## config.mk

```make
export PLATFORM = sky130hd
export DESIGN_NAME = mbe_queue
export DESIGN_NICKNAME = d
export VERILOG_FILES = /design/src/design/mbe_pkg.sv /design/src/design/mbe_queue.sv
export SDC_FILE = /design/constraint.sdc
export NUM_CORES = 1
export LEC_CHECK = 0
export BUFFER_PORTS_ARGS = -buffer_cell sky130_fd_sc_hd__buf_4
export CAP_MARGIN = 20
export CORE_UTILIZATION = 57
export DETAILED_ROUTE_END_ITERATION = 16
export PLACE_DENSITY = 0.89
export SYNTH_ARGS = -nofsm -noshare
export SYNTH_HDL_FRONTEND = slang
export SYNTH_SLANG_ARGS = --single-unit
```

## constraint.sdc

```tcl
create_clock -name clk -period 4.65 [get_ports clk]
set_input_delay 0 -clock clk [delete_from_list [all_inputs] [get_ports clk]]
set_output_delay 0 -clock clk [all_outputs]
set_load 0.005 [all_outputs]
```

## src/design/mbe_pkg.sv

```systemverilog
// Shared types and constants of the Mandelbrot escape-time block.
`timescale 1ns / 1ps

package mbe_pkg;

  // Field and register widths
  localparam int PIXEL_BITS = 12;
  localparam int FRAC_BITS  = 60;
  localparam int COORD_W    = 64;
  localparam int STEP_W     = 63;
  localparam int ITER_W     = 16;
  localparam int CFG_ADDR_W = 3;
  localparam int CFG_DATA_W = 64;

  // Mapping product: pixel times step, exact
  localparam int PROD_W = PIXEL_BITS + STEP_W;

  // Iteration datapath: |z| components stay within [-2, 2]
  localparam int MAG_W  = FRAC_BITS + 2;
  localparam int HALF_W = (MAG_W + 1) / 2;
  localparam int PP_W   = 2 * HALF_W;
  localparam int SQ_W   = 2 * MAG_W;
  localparam int ACC_W  = COORD_W + FRAC_BITS + 2;
  localparam int NZ_W   = ACC_W - FRAC_BITS;

  // Register indexes of the configuration port
  localparam logic [CFG_ADDR_W-1:0] REG_MAX_ITER  = 3'd0;
  localparam logic [CFG_ADDR_W-1:0] REG_REAL_MIN  = 3'd1;
  localparam logic [CFG_ADDR_W-1:0] REG_IMAG_MIN  = 3'd2;
  localparam logic [CFG_ADDR_W-1:0] REG_REAL_STEP = 3'd3;
  localparam logic [CFG_ADDR_W-1:0] REG_IMAG_STEP = 3'd4;

  typedef struct packed {
    logic [PIXEL_BITS-1:0] pixel_x;
    logic [PIXEL_BITS-1:0] pixel_y;
  } in_t;

  typedef struct packed {
    logic [ITER_W-1:0] iterations;
    logic              inside_res;
  } out_t;

  // Mapped point c, signed fixed point
  typedef struct packed {
    logic [COORD_W-1:0] cr;
    logic [COORD_W-1:0] ci;
  } coord_t;

  typedef struct packed {
    logic [ITER_W-1:0]  max_iter;
    logic [COORD_W-1:0] real_min;
    logic [COORD_W-1:0] imag_min;
    logic [STEP_W-1:0]  real_step;
    logic [STEP_W-1:0]  imag_step;
  } cfg_t;

  localparam cfg_t CFG_RESET = '{
    max_iter:  16'd256,
    real_min:  64'hE000_0000_0000_0000,
    imag_min:  64'hE800_0000_0000_0000,
    real_step: 63'h0002_0000_0000_0000,
    imag_step: 63'h0002_0000_0000_0000
  };

endpackage

```

## src/design/mbe_queue.sv

```systemverilog
// Short queue of mapped points between front and back end.
`timescale 1ns / 1ps

module mbe_queue #(
  parameter int DEPTH = 4
) (
  input  logic            clk,
  input  logic            rst_n,
  input  logic            push,
  output logic            full,
  input  mbe_pkg::coord_t wr_data,
  input  logic            pop,
  output logic            empty,
  output mbe_pkg::coord_t rd_data
);

  localparam int PTR_W = $clog2(DEPTH);
  localparam int CNT_W = $clog2(DEPTH + 1);

  mbe_pkg::coord_t   mem [DEPTH];
  logic [PTR_W-1:0]  wr_ptr_r;
  logic [PTR_W-1:0]  rd_ptr_r;
  logic [CNT_W-1:0]  count_r;
  logic              do_push;
  logic              do_pop;

  assign full    = (count_r == CNT_W'(DEPTH));
  assign empty   = (count_r == '0);
  assign do_push = push & ~full;
  assign do_pop  = pop & ~empty;
  assign rd_data = mem[rd_ptr_r];

  // Store entries
  always_ff @(posedge clk) begin
    if (do_push) begin
      mem[wr_ptr_r] <= wr_data;
    end
  end

  // Advance pointers and count
  always_ff @(posedge clk) begin
    if (!rst_n) begin
      wr_ptr_r <= '0;
      rd_ptr_r <= '0;
      count_r  <= '0;
    end else begin
      if (do_push) begin
        wr_ptr_r <= (wr_ptr_r == PTR_W'(DEPTH - 1)) ? '0 : wr_ptr_r + 1'b1;
      end
      if (do_pop) begin
        rd_ptr_r <= (rd_ptr_r == PTR_W'(DEPTH - 1)) ? '0 : rd_ptr_r + 1'b1;
      end
      if (do_push && !do_pop) begin
        count_r <= count_r + 1'b1;
      end else if (do_pop && !do_push) begin
        count_r <= count_r - 1'b1;
      end
    end
  end

endmodule

```

==> out/metrics.cfg <==
[flow_run]
maxCapViolCount = 0

[routing]
wl_um = 40100
dr.pass1.iters = 5
drt_first_iter_violations = 720
drc = 0
vias_per_cell = 5.67
vias = 9240
ant_nets = 0
wl_per_cell_um = 24.6

[pwr]
p_leak_nw = 8.28
ir_worst_vdd_mv = 0.379
p_per_area_mw_per_mm2 = 530

[clocking]
cts_tree = yes
clock_latency_ns = 0.55
cts_setup_buffers = 0
clockBufferDepth = 3
cts-htree-levels = 2
ctsResizeCount = 0
cts_root_buffer = clkbuf_16
clk_pin_slew_ns = 0.06
cts.sinks = 521
cts_buffers = 51

[setup_path]
end_kind = primary output
rr_endpoint = mem[1][104]$_DFFE_PP_
critPathKind = reg -> out
rr_worst_depth = 4
r2r_setup_slack_ns = 2.07
r2r-start = count_r[0]$_SDFFE_PN0P_
crit_arrival_ns = 2.81
crit_path_max_incr_delay_ns = 0.87
cp_common_cell = buf_4
path_cells = buf_4 > mux4_2 > buf_4
crit_fanout = 40
required_ns = 4.65
cpMaxStageDelayCell = dfxtp_4
worstSetupStartpointType = register

[synth]
syn_nets = 858
post_synth.cell_area_avg_um2 = 26.5
synth_ff_type = edfxtp_1
synth_cell_type_count = 24
synth_area_mm2 = 0.0190
synth.top_cell.area_share_pct = 80.7
yosysWarnings = 0
yosys.area.top_type = edfxtp_1
yosys-top-cells-area = edfxtp_1 (81%), mux4_2 (15%), buf_12 (1.1%), dfxtp_1 (0.95%), ha_1 (0.39%)
ys_async_sr_fraction_pct = 0
syn_inst = 719
synth_edf_count = 512
ys_seq_area_share_pct = 81.7
ys_seq_elements = 521

[timing]
relSlewSlack_pct = 45.3
slew_violations = 0
rsz0062_at_grt = no
finalCritPeriodShare_pct = 60.4
max_freq_mhz = 356
hold_violations = 0
setup-violations-final = 0
finalCriticalPeriod_ns = 2.81
worst_pin_slew_ns = 0.821
fin_setup_tns_ns = 0
skew_ns = 0.0193

[floorplan]
die_h_um = 185
die_area_mm2 = 0.0342
start_util_pct = 58.2
io_pins = 262
coreArea_mm2 = 0.0327
num_rows = 66
die_x_um = 185

[place]
place_congestion = 0.723
hpwl_um = 21000
io_buffers = 261

[global_route]
grt_pass1_wl_um = 58800
grt_pass1_vias = 9854
grtUsageTotal_pct = 23.8
antenna_found_initial = 3
grt_max_degree = 129
gr-total-overflow = 0

[hold_path]
min_path_cells = 2
min_to = mem[3][65]$_DFFE_PP_
min_from = wr_data[65]
hold_class = in -> reg

[final_layout]
drive_above_1_share_pct = 40.5
final_nets = 1284
utilization_pct = 74.7
area_growth_pct = 28.2

[status]
outcome = finished clean

-- critical path, delay by kind of cell (launching register included) --
kind / cells / cell delay, ns
muxes: 1 / 0.60
DFF: 1 / 0.87
buffers and inverters: 2 / 0.72
-- final cells by class --
class                      instances  area, µm²
clock buffer                      62       1360
timing repair buffer             403       3430
sequential                       521      15600
clock inverter                    32        333
fill                            1735       8280
tap                              442        553
inverter                           3       11.3
antenna                            2       5.00
multi-input combinational        165       3170
-- synthesized netlist by cell type (3+ instances only) --
| cell type | count |
|---|---|
| dfxtp_1 | 9 |
| and2_1 | 5 |
| o21ai_0 | 3 |
| inv_1 | 3 |
| nand2_1 | 6 |
| edfxtp_1 | 512 |
| buf_6 | 4 |
| buf_12 | 10 |
| mux4_2 | 128 |
| ha_1 | 6 |
| buf_2 | 14 |
| mux2i_1 | 3 |
-- per-stage QoR --
step	instances	setup WS, ns	total power, mW	hold slack (ns)	cell area (µm²)
6_report	1630	1.84	12.9	0.193	24400
5_1_grt	1629	1.61	13.4	0.183	24400
4_1_cts	1628	1.73	13.0	0.166	24400
3_5_place_dp	1403	2.03	8.78	0.203	21400
3_3_place_gp	1403	2.09	8.68	0.199	21400
2_1_floorplan	719	0.416	7.61	0.0989	19000
-- metal layers --
metal  track usage (%)  vias up  part of all wire (%)
met1              30.8     4823                    38
met4              6.38        4                   2.1
li1                  -     3959                     -
met3              5.17       61                   7.9
met2              41.1      393                    52
met5                 0        -                 0.065
-- cells by family after synthesis --
| kind of cell | after synthesis | synth area share [%] |
|---|---|---|
| flip-flops | 521 | 81.7 |
| multiplexers | 131 | 15.3 |
| buffers and inverters | 33 | 1.75 |
| AND/OR/NAND/NOR | 20 | 0.539 |
| adder cells (fa/ha/maj) | 7 | 0.499 |
| AO/OA/AOI/OAI | 5 | 0.158 |
| XOR/XNOR | 2 | 0.0920 |
-- where the power goes --
group / internal (mW) / leakage, nW / switching, mW
logic: 1.60 / 2.69 / 1.22
registers: 5.72 / 4.77 / 0.252
clock network: 2.47 / 0.824 / 1.68
-- worst max-delay path by stage --
stage,cells past startpoint,end,startpoint
3_5_place_dp,4,mem[1][105]$_DFFE_PP_,count_r[0]$_SDFFE_PN0P_
4_1_cts,3,rd_data[70],register
3_3_place_gp,4,mem[1][104]$_DFFE_PP_,count_r[0]$_SDFFE_PN0P_
2_1_floorplan,4,mem[0][0]$_DFFE_PP_,count_r[0]$_SDFFE_PN0P_
6_report,3,rd_data[70],register
5_1_grt,3,rd_data[70],register
-- flip-flops by register name (all words and copies together) (netlist names), named ones only --
signal	cells
count_r	3
wr_ptr_r	2
mem	512
rd_ptr_r	2
-- layout by cell type, fill, tap and decap left out, drive strengths merged --
cell / n
xor2: 1
dlygate4sd3: 131
mux4: 128
a21boi: 1
clkinvlp: 3
o31ai: 1
edfxtp: 512
bufinv: 7
nor3b: 1
nand2: 6
o21ai: 3
ha: 6
nand3: 2
dfxtp: 9
and2: 5
xnor2: 1
clkinv: 21
nor2b: 2
or3: 1
nor2: 2
clkbuf: 62
inv: 4
nor3: 1
diode: 2
fa: 1
mux2i: 3
buf: 272
-- what timing repair did --
action | in CTS | in global routing
hold buffers | 131 | 0
setup endpoints to repair | 0 | 0
hold endpoints to repair | 521 | 0
No activity file was read; power rests on OpenSTA's default activity.
