==> src/design/mbe_pkg.sv <==
// Shared types and constants of the Mandelbrot escape-time block.
`timescale 1ns / 1ps

package mbe_pkg;

  // Field and register widths
  localparam int PIXEL_BITS = 12;
  localparam int FRAC_BITS  = 60;
  localparam int COORD_W    = 64;
  localparam int STEP_W     = 63;
  localparam int ITER_W     = 16;
  localparam int CFG_ADDR_W = 3;
  localparam int CFG_DATA_W = 64;

  // Mapping product: pixel times step, exact
  localparam int PROD_W = PIXEL_BITS + STEP_W;

  // Iteration datapath: |z| components stay within [-2, 2]
  localparam int MAG_W  = FRAC_BITS + 2;
  localparam int HALF_W = (MAG_W + 1) / 2;
  localparam int PP_W   = 2 * HALF_W;
  localparam int SQ_W   = 2 * MAG_W;
  localparam int ACC_W  = COORD_W + FRAC_BITS + 2;
  localparam int NZ_W   = ACC_W - FRAC_BITS;

  // Register indexes of the configuration port
  localparam logic [CFG_ADDR_W-1:0] REG_MAX_ITER  = 3'd0;
  localparam logic [CFG_ADDR_W-1:0] REG_REAL_MIN  = 3'd1;
  localparam logic [CFG_ADDR_W-1:0] REG_IMAG_MIN  = 3'd2;
  localparam logic [CFG_ADDR_W-1:0] REG_REAL_STEP = 3'd3;
  localparam logic [CFG_ADDR_W-1:0] REG_IMAG_STEP = 3'd4;

  typedef struct packed {
    logic [PIXEL_BITS-1:0] pixel_x;
    logic [PIXEL_BITS-1:0] pixel_y;
  } in_t;

  typedef struct packed {
    logic [ITER_W-1:0] iterations;
    logic              inside_res;
  } out_t;

  // Mapped point c, signed fixed point
  typedef struct packed {
    logic [COORD_W-1:0] cr;
    logic [COORD_W-1:0] ci;
  } coord_t;

  typedef struct packed {
    logic [ITER_W-1:0]  max_iter;
    logic [COORD_W-1:0] real_min;
    logic [COORD_W-1:0] imag_min;
    logic [STEP_W-1:0]  real_step;
    logic [STEP_W-1:0]  imag_step;
  } cfg_t;

  localparam cfg_t CFG_RESET = '{
    max_iter:  16'd256,
    real_min:  64'hE000_0000_0000_0000,
    imag_min:  64'hE800_0000_0000_0000,
    real_step: 63'h0002_0000_0000_0000,
    imag_step: 63'h0002_0000_0000_0000
  };

endpackage

==> src/design/mbe_iter.sv <==
// Back end: iterates z = z^2 + c with a shared 31x31 multiplier and holds the result.
`timescale 1ns / 1ps

module mbe_iter (
  input  logic                        clk,
  input  logic                        rst_n,
  input  logic                        q_empty,
  output logic                        q_pop,
  input  mbe_pkg::coord_t             q_data,
  input  logic [mbe_pkg::ITER_W-1:0]  max_iter,
  output logic                        out_empty,
  input  logic                        out_pop,
  output mbe_pkg::out_t               out_data
);

  localparam int F    = mbe_pkg::FRAC_BITS;
  localparam int H    = mbe_pkg::HALF_W;
  localparam int MW   = mbe_pkg::MAG_W;
  localparam int SQW  = mbe_pkg::SQ_W;
  localparam int AW   = mbe_pkg::ACC_W;
  localparam int NW   = mbe_pkg::NZ_W;
  localparam int CW   = mbe_pkg::COORD_W;

  localparam logic signed [NW-1:0] LIM_POS =
    {{(NW-F-2){1'b0}}, 1'b1, {(F+1){1'b0}}};
  localparam logic signed [NW-1:0] LIM_NEG = -LIM_POS;
  localparam logic [SQW:0] FOUR = (SQW+1)'(1) << (2*F + 2);

  // Three products of four partials each
  localparam logic [3:0] K_LAST = 4'd12;
  localparam logic [1:0] SEL_AA = 2'd0;
  localparam logic [1:0] SEL_BB = 2'd1;
  localparam logic [1:0] PART_LL = 2'd0;
  localparam logic [1:0] PART_HH = 2'd3;

  typedef enum logic [2:0] {
    S_IDLE,
    S_LOOP,
    S_ADD,
    S_RANGE,
    S_MUL,
    S_CHECK,
    S_DONE
  } state_t;

  state_t                    state_r;
  logic                      res_vld_r;
  mbe_pkg::out_t             res_r;
  logic [CW-1:0]             cr_r;
  logic [CW-1:0]             ci_r;
  logic [SQW-1:0]            sr_r;
  logic [SQW-1:0]            si_r;
  logic [SQW-1:0]            cx_r;
  logic                      cx_neg_r;
  logic [mbe_pkg::ITER_W-1:0] n_r;
  logic [AW-1:0]             acc_re_r;
  logic [AW-1:0]             acc_im_r;
  logic [MW-1:0]             ma_r;
  logic [MW-1:0]             mb_r;
  logic [mbe_pkg::PP_W-1:0]  pp_r;
  logic [SQW-1:0]            sq_acc_r;
  logic [3:0]                k_r;

  logic [AW-1:0]             crw;
  logic [AW-1:0]             ciw;
  logic [AW-1:0]             cx2;
  logic [AW-1:0]             re_sum;
  logic [AW-1:0]             im_sum;
  logic signed [NW-1:0]      nr;
  logic signed [NW-1:0]      ni;
  logic [NW-1:0]             nr_abs;
  logic [NW-1:0]             ni_abs;
  logic                      out_range;
  logic [1:0]                sel;
  logic [1:0]                part;
  logic [MW-1:0]             opx;
  logic [MW-1:0]             opy;
  logic [H-1:0]              px;
  logic [H-1:0]              py;
  logic [3:0]                km1;
  logic [SQW-1:0]            pp_shift;
  logic [SQW-1:0]            acc_nxt;
  logic [SQW:0]              mag;
  logic                      res_take;
  logic                      res_load;

  assign q_pop     = (state_r == S_IDLE) & ~q_empty;
  assign out_empty = ~res_vld_r;
  assign out_data  = res_r;
  assign res_take  = ~res_vld_r | out_pop;
  assign res_load  = (state_r == S_DONE) & res_take;

  // Next components before rounding: zr^2 - zi^2 + cr and 2 zr zi + ci
  always_comb begin
    crw    = {{(AW-CW-F){cr_r[CW-1]}}, cr_r, {F{1'b0}}};
    ciw    = {{(AW-CW-F){ci_r[CW-1]}}, ci_r, {F{1'b0}}};
    cx2    = AW'({cx_r, 1'b0});
    re_sum = crw + AW'(sr_r) - AW'(si_r);
    im_sum = ciw + (cx_neg_r ? -cx2 : cx2);
  end

  // Round toward minus infinity, range test and magnitudes
  always_comb begin
    nr        = $signed(acc_re_r[AW-1:F]);
    ni        = $signed(acc_im_r[AW-1:F]);
    nr_abs    = nr[NW-1] ? -nr : nr;
    ni_abs    = ni[NW-1] ? -ni : ni;
    out_range = (nr > LIM_POS) || (nr < LIM_NEG) || (ni > LIM_POS) || (ni < LIM_NEG);
  end

  // Pick the partial product issued this cycle
  always_comb begin
    sel  = k_r[3:2];
    part = k_r[1:0];
    opx  = (sel == SEL_BB) ? mb_r : ma_r;
    opy  = (sel == SEL_AA) ? ma_r : mb_r;
    px   = part[1] ? H'(opx[MW-1:H]) : opx[H-1:0];
    py   = part[0] ? H'(opy[MW-1:H]) : opy[H-1:0];
  end

  // Accumulate the partial issued last cycle
  always_comb begin
    km1 = k_r - 4'd1;
    unique case (km1[1:0])
      PART_LL: pp_shift = SQW'(pp_r);
      PART_HH: pp_shift = SQW'(pp_r) << (2*H);
      default: pp_shift = SQW'(pp_r) << H;
    endcase
    acc_nxt = ((km1[1:0] == PART_LL) ? '0 : sq_acc_r) + pp_shift;
    mag     = (SQW+1)'(sr_r) + (SQW+1)'(si_r);
  end

  // Sequencer and datapath registers
  always_ff @(posedge clk) begin
    if (!rst_n) begin
      state_r   <= S_IDLE;
      res_vld_r <= 1'b0;
    end else begin
      if (res_load) begin
        res_vld_r <= 1'b1;
      end else if (out_pop && res_vld_r) begin
        res_vld_r <= 1'b0;
      end
      unique case (state_r)
        S_IDLE: begin
          if (!q_empty) begin
            cr_r     <= q_data.cr;
            ci_r     <= q_data.ci;
            sr_r     <= '0;
            si_r     <= '0;
            cx_r     <= '0;
            cx_neg_r <= 1'b0;
            n_r      <= '0;
            state_r  <= S_LOOP;
          end
        end
        S_LOOP: begin
          state_r <= (n_r >= max_iter) ? S_DONE : S_ADD;
        end
        S_ADD: begin
          acc_re_r <= re_sum;
          acc_im_r <= im_sum;
          state_r  <= S_RANGE;
        end
        S_RANGE: begin
          ma_r     <= nr_abs[MW-1:0];
          mb_r     <= ni_abs[MW-1:0];
          cx_neg_r <= nr[NW-1] ^ ni[NW-1];
          k_r      <= '0;
          state_r  <= out_range ? S_DONE : S_MUL;
        end
        S_MUL: begin
          if (k_r != K_LAST) begin
            pp_r <= px * py;
          end
          if (k_r != 4'd0) begin
            sq_acc_r <= acc_nxt;
            if (km1[1:0] == PART_HH) begin
              unique case (km1[3:2])
                SEL_AA:  sr_r <= acc_nxt;
                SEL_BB:  si_r <= acc_nxt;
                default: cx_r <= acc_nxt;
              endcase
            end
          end
          k_r <= k_r + 4'd1;
          if (k_r == K_LAST) begin
            state_r <= S_CHECK;
          end
        end
        S_CHECK: begin
          if (mag > FOUR) begin
            state_r <= S_DONE;
          end else begin
            n_r     <= n_r + 1'b1;
            state_r <= S_LOOP;
          end
        end
        S_DONE: begin
          if (res_take) begin
            res_r.iterations <= n_r;
            res_r.inside_res <= (n_r >= max_iter);
            state_r          <= S_IDLE;
          end
        end
        default: state_r <= S_IDLE;
      endcase
    end
  end

endmodule

==> config.mk <==
export PLATFORM = sky130hd
export DESIGN_NAME = mbe_iter
export DESIGN_NICKNAME = d
export VERILOG_FILES = /design/src/design/mbe_pkg.sv /design/src/design/mbe_iter.sv
export SDC_FILE = /design/constraint.sdc
export NUM_CORES = 2
export LEC_CHECK = 0
export BUFFER_PORTS_ARGS = -buffer_cell sky130_fd_sc_hd__buf_2
export CAP_MARGIN = 10
export CORE_MARGIN = 4
export CORE_UTILIZATION = 40
export DETAILED_ROUTE_END_ITERATION = 12
export PLACE_DENSITY = 0.59
export SLEW_MARGIN = 10
export SYNTH_ARGS = -nofsm -noshare
export SYNTH_HDL_FRONTEND = slang
export SYNTH_SLANG_ARGS = --single-unit
export TNS_END_PERCENT = 20
==> constraint.sdc <==
create_clock -name clk -period 19 [get_ports clk]
set_input_delay 5.7 -clock clk [delete_from_list [all_inputs] [get_ports clk]]
set_output_delay 5.7 -clock clk [all_outputs]
set_load 0.03 [all_outputs]
==> results.sh <==
export IMPL_status="completed"
export IMPL_synth_seq_cells=984
export IMPL_worst_slew_margin_rel_pct=14.54
export IMPL_number_of_clock_sinks=984
export IMPL_rsz_0062_raised_after_global_routing="no"
export IMPL_worst_reg_to_reg_cells=36
export IMPL_synth_mux_area_share_pct=0.5613
export IMPL_crit_reg2reg_capture="pp_r[60]$_DFFE_PP_"
export IMPL_synthSimpleGateAreaFrac_pct=15.60
export IMPL_max_freq_mhz=82.14
export IMPL_critical_path_most_common_cell="sky130_fd_sc_hd__buf_2"
export IMPL_slowest_stage_cell_on_the_critical_path="sky130_fd_sc_hd__or3_1"
export IMPL_wire_per_inst_um=26.10
export IMPL_via_count_normalized_by_instance_count=5.745
export IMPL_grt_pass1_wl_mm=514.9
export IMPL_area_growth_pct=8.786
export IMPL_cpLargestDelayFamily="simple AND/OR/NAND/NOR gates"
export IMPL_overall_die_area_mm2=0.2498
export IMPL_port_buffers=166
export IMPL_wirelength_mm=352.2
export IMPL_post_layout_nonfiller_instances=13491
export IMPL_final_period_minus_worst_setup_slack_ns=12.17
export IMPL_clock_tree_buffer_depth=3
export IMPL_insertion_delay_ns=0.80
export IMPL_synth_yosys_warnings=0
export IMPL_clock_tree_root_cell="sky130_fd_sc_hd__clkbuf_16"
export IMPL_cts_hold_repair_buffers=0
export IMPL_syn_inst=10155
export IMPL_drc=0
export IMPL_endpoint_kind="primary output"
export IMPL_max_cap_violations=0
export IMPL_hold_path_startpoint="acc_im_r[60]$_DFFE_PP_"
export IMPL_holdWs_ns=0.4631
export IMPL_cp_num_buf_inv=2
export IMPL_worst_ep_arrival_time_ns=6.47
export IMPL_post_cts_buffers=0
export IMPL_detail_route_first_pass_iterations=6
export IMPL_cts_resized=0
export IMPL_synth_area_mm2=0.09675
export IMPL_ff2ff_setup_slack_ns=7.46
export IMPL_die_w_um=499.8
export IMPL_drt_iter0_drc=7556
export IMPL_nNetsFinal=11982
export IMPL_grt_max_degree=116
export IMPL_synth_compound_area_share_pct=13.25
export IMPL_worst_slew_pin_slew_ns=1.272
export IMPL_most_common_cell_after_layout_fill_and_taps_aside="sky130_fd_sc_hd__inv_1"
export IMPL_synth_edf_count=980
export IMPL_worst_path_max_fanout=3
export IMPL_overflow_left_after_global_routing=0
export IMPL_post_route_period_util_pct=64.08
export IMPL_min_path_cells=0
export IMPL_syn_num_nets=11948
export IMPL_synth_area_per_cell_um2=9.527
export IMPL_yosys_area_share_xor_xnor_pct=4.943
export IMPL_grt_pass1_vias=77205
export IMPL_cp_data_required_time_ns=13.30
export IMPL_groute_usage_overall_pct=27.77
export IMPL_clock_skew_ns=0.08590
export IMPL_async_reset_ff_share_pct=0
export IMPL_setup_viol_count_final=0
export IMPL_start_kind="input pin"
export IMPL_commonest_non_fill_non_tap_cells_in_the_layout="1346 x sky130_fd_sc_hd__inv_1, 1138 x sky130_fd_sc_hd__nand2_1, 980 x sky130_fd_sc_hd__edfxtp_1"
export IMPL_most_frequently_used_flop_master_after_synthesis="sky130_fd_sc_hd__edfxtp_1"
export IMPL_worst_r2r_src="k_r[2]$_SDFFCE_PN0P_"
export IMPL_synthAdderAreaFrac_pct=28.28
export IMPL_main_combinational_cell_family_by_area_after_synthesis="adder cells"
export IMPL_multi_input_comb_area_mm2=0.06088
export IMPL_layout_area_seq_mm2=0.02951
export IMPL_class_of_the_most_critical_setup_path="in2out"
export IMPL_tritoncts_clock_tree="done"
export IMPL_number_of_fill_cells_in_the_layout=23168
export IMPL_clock_h_tree_levels=3
export IMPL_fp_dieH_um=499.8
export IMPL_ys_types=89
export IMPL_rows=180
export IMPL_detail_route_antenna_nets=0
export IMPL_timing_setup_tns_ns=0
export IMPL_min_path_type="reg2reg"
export IMPL_post_route_cells_drive_above_1_share_pct=6.553
export IMPL_tritoncts_num_buffers=108
export IMPL_final_hpwl_from_detailed_placement_mm=282.3
export IMPL_hold_viol=0
export IMPL_synth_seq_area_share_pct=30.50
export IMPL_place_congestion=0.9729
export IMPL_hold_path_end="mb_r[0]$_DFFE_PP_"
export IMPL_antenna_found_initial=47
export IMPL_cp_cell_sequence="buf_2, or3_1, nor2_1, buf_2"
export IMPL_via_count=77502
export IMPL_slew_violations=0
export IMPL_critical_path_max_stage_delay_ns=0.37
export IMPL_floorplan_core_area_mm2=0.2405
export IMPL_initial_core_util_pct=40.22
export IMPL_worst_setup_hold_path_clk_slew_ns=0.06
export IMPL_placedCellCount=13264
export IMPL_boundaryPins=167
## kinds of logic after synthesis
kind of cell	Yosys count
adders and majority gates	1645
buffers and inverters	1767
DFF	984
muxes	44
xor gates and xnor gates	546
AOI/OAI and AO/OA	1961
and+or+nand+nor	3207
other	1
## state kept, by name, summed over array words and instances, names as in the netlist
signal and count:
k_r 4, res_vld_r 1, sr_r 124, ma_r 62
mb_r 62, acc_im_r 66, ci_r 64, out_data 17
si_r 124, state_r 3, n_r 16, cx_neg_r 1
cr_r 64, cx_r 124, acc_re_r 66, sq_acc_r 124
pp_r 62
## per-layer routing
layer / up-vias / routed length (µm) / track usage [%]
li1: 34671 / - / -
met1: 38895 / 151000 / 38.50
met2: 3295 / 154400 / 42.70
met3: 639 / 25800 / 3.836
met4: 2 / 20980 / 13.86
met5: - / 13 / 0
## synthesized netlist by cell type, drive strengths merged, types with 52 or more instances
| cell type | count | share of area (%) |
|---|---|---|
| nor3 | 100 | 0.52 |
| or4 | 52 | 0.42 |
| nand2b | 70 | 0.46 |
| o21bai | 88 | 0.68 |
| a31oi | 55 | 0.36 |
| or3 | 57 | 0.37 |
| nand2 | 1138 | 4.4 |
| nor4 | 94 | 0.64 |
| o31ai | 101 | 0.78 |
| a21oi | 536 | 2.8 |
| ha | 742 | 9.6 |
| xnor2 | 409 | 3.7 |
| nand4 | 135 | 0.87 |
| o21ai | 395 | 2.0 |
| o21a | 96 | 0.74 |
| nand3 | 180 | 0.93 |
| xor2 | 137 | 1.2 |
| fa | 903 | 19 |
| a22o | 63 | 0.57 |
| a21o | 260 | 2.0 |
| nor2 | 822 | 3.2 |
| inv | 1346 | 5.2 |
| edfxtp | 980 | 30 |
| clkbuf | 406 | 1.6 |
| and3 | 63 | 0.41 |
| nor2b | 182 | 1.2 |
| and2 | 196 | 1.3 |
## through the flow
step	setup WS [ns]	area (µm²)	utilization (%)
after floorplan	2.557	96750	-
after global placement	6.765	101600	42.25
after detailed placement	6.826	101600	42.25
after CTS	6.824	105200	43.73
after global routing	6.788	105200	43.74
final	6.825	105200	43.76
## cell type report
class	instances	share of cell area (%)
clock inverters	87	0.7858
inverters	1346	4.801
multi-input cells	7404	57.84
well taps	3185	3.786
repair buffers	345	2.090
flip-flops and latches	984	28.04
diodes	21	0.04993
clock buffers	119	2.607
## worst max path at each step
stage	from	to	cells after the start
global placement	q_empty	q_pop	4
global route	q_empty	q_pop	4
floorplan	rst_n	acc_im_r[100]$_DFFE_PP_	3
finish	q_empty	q_pop	4
detailed placement	q_empty	q_pop	4
CTS	q_empty	q_pop	4
Power is not shown: default switching activity piles up to over one toggle a cycle in this logic, so the estimate is an artifact.
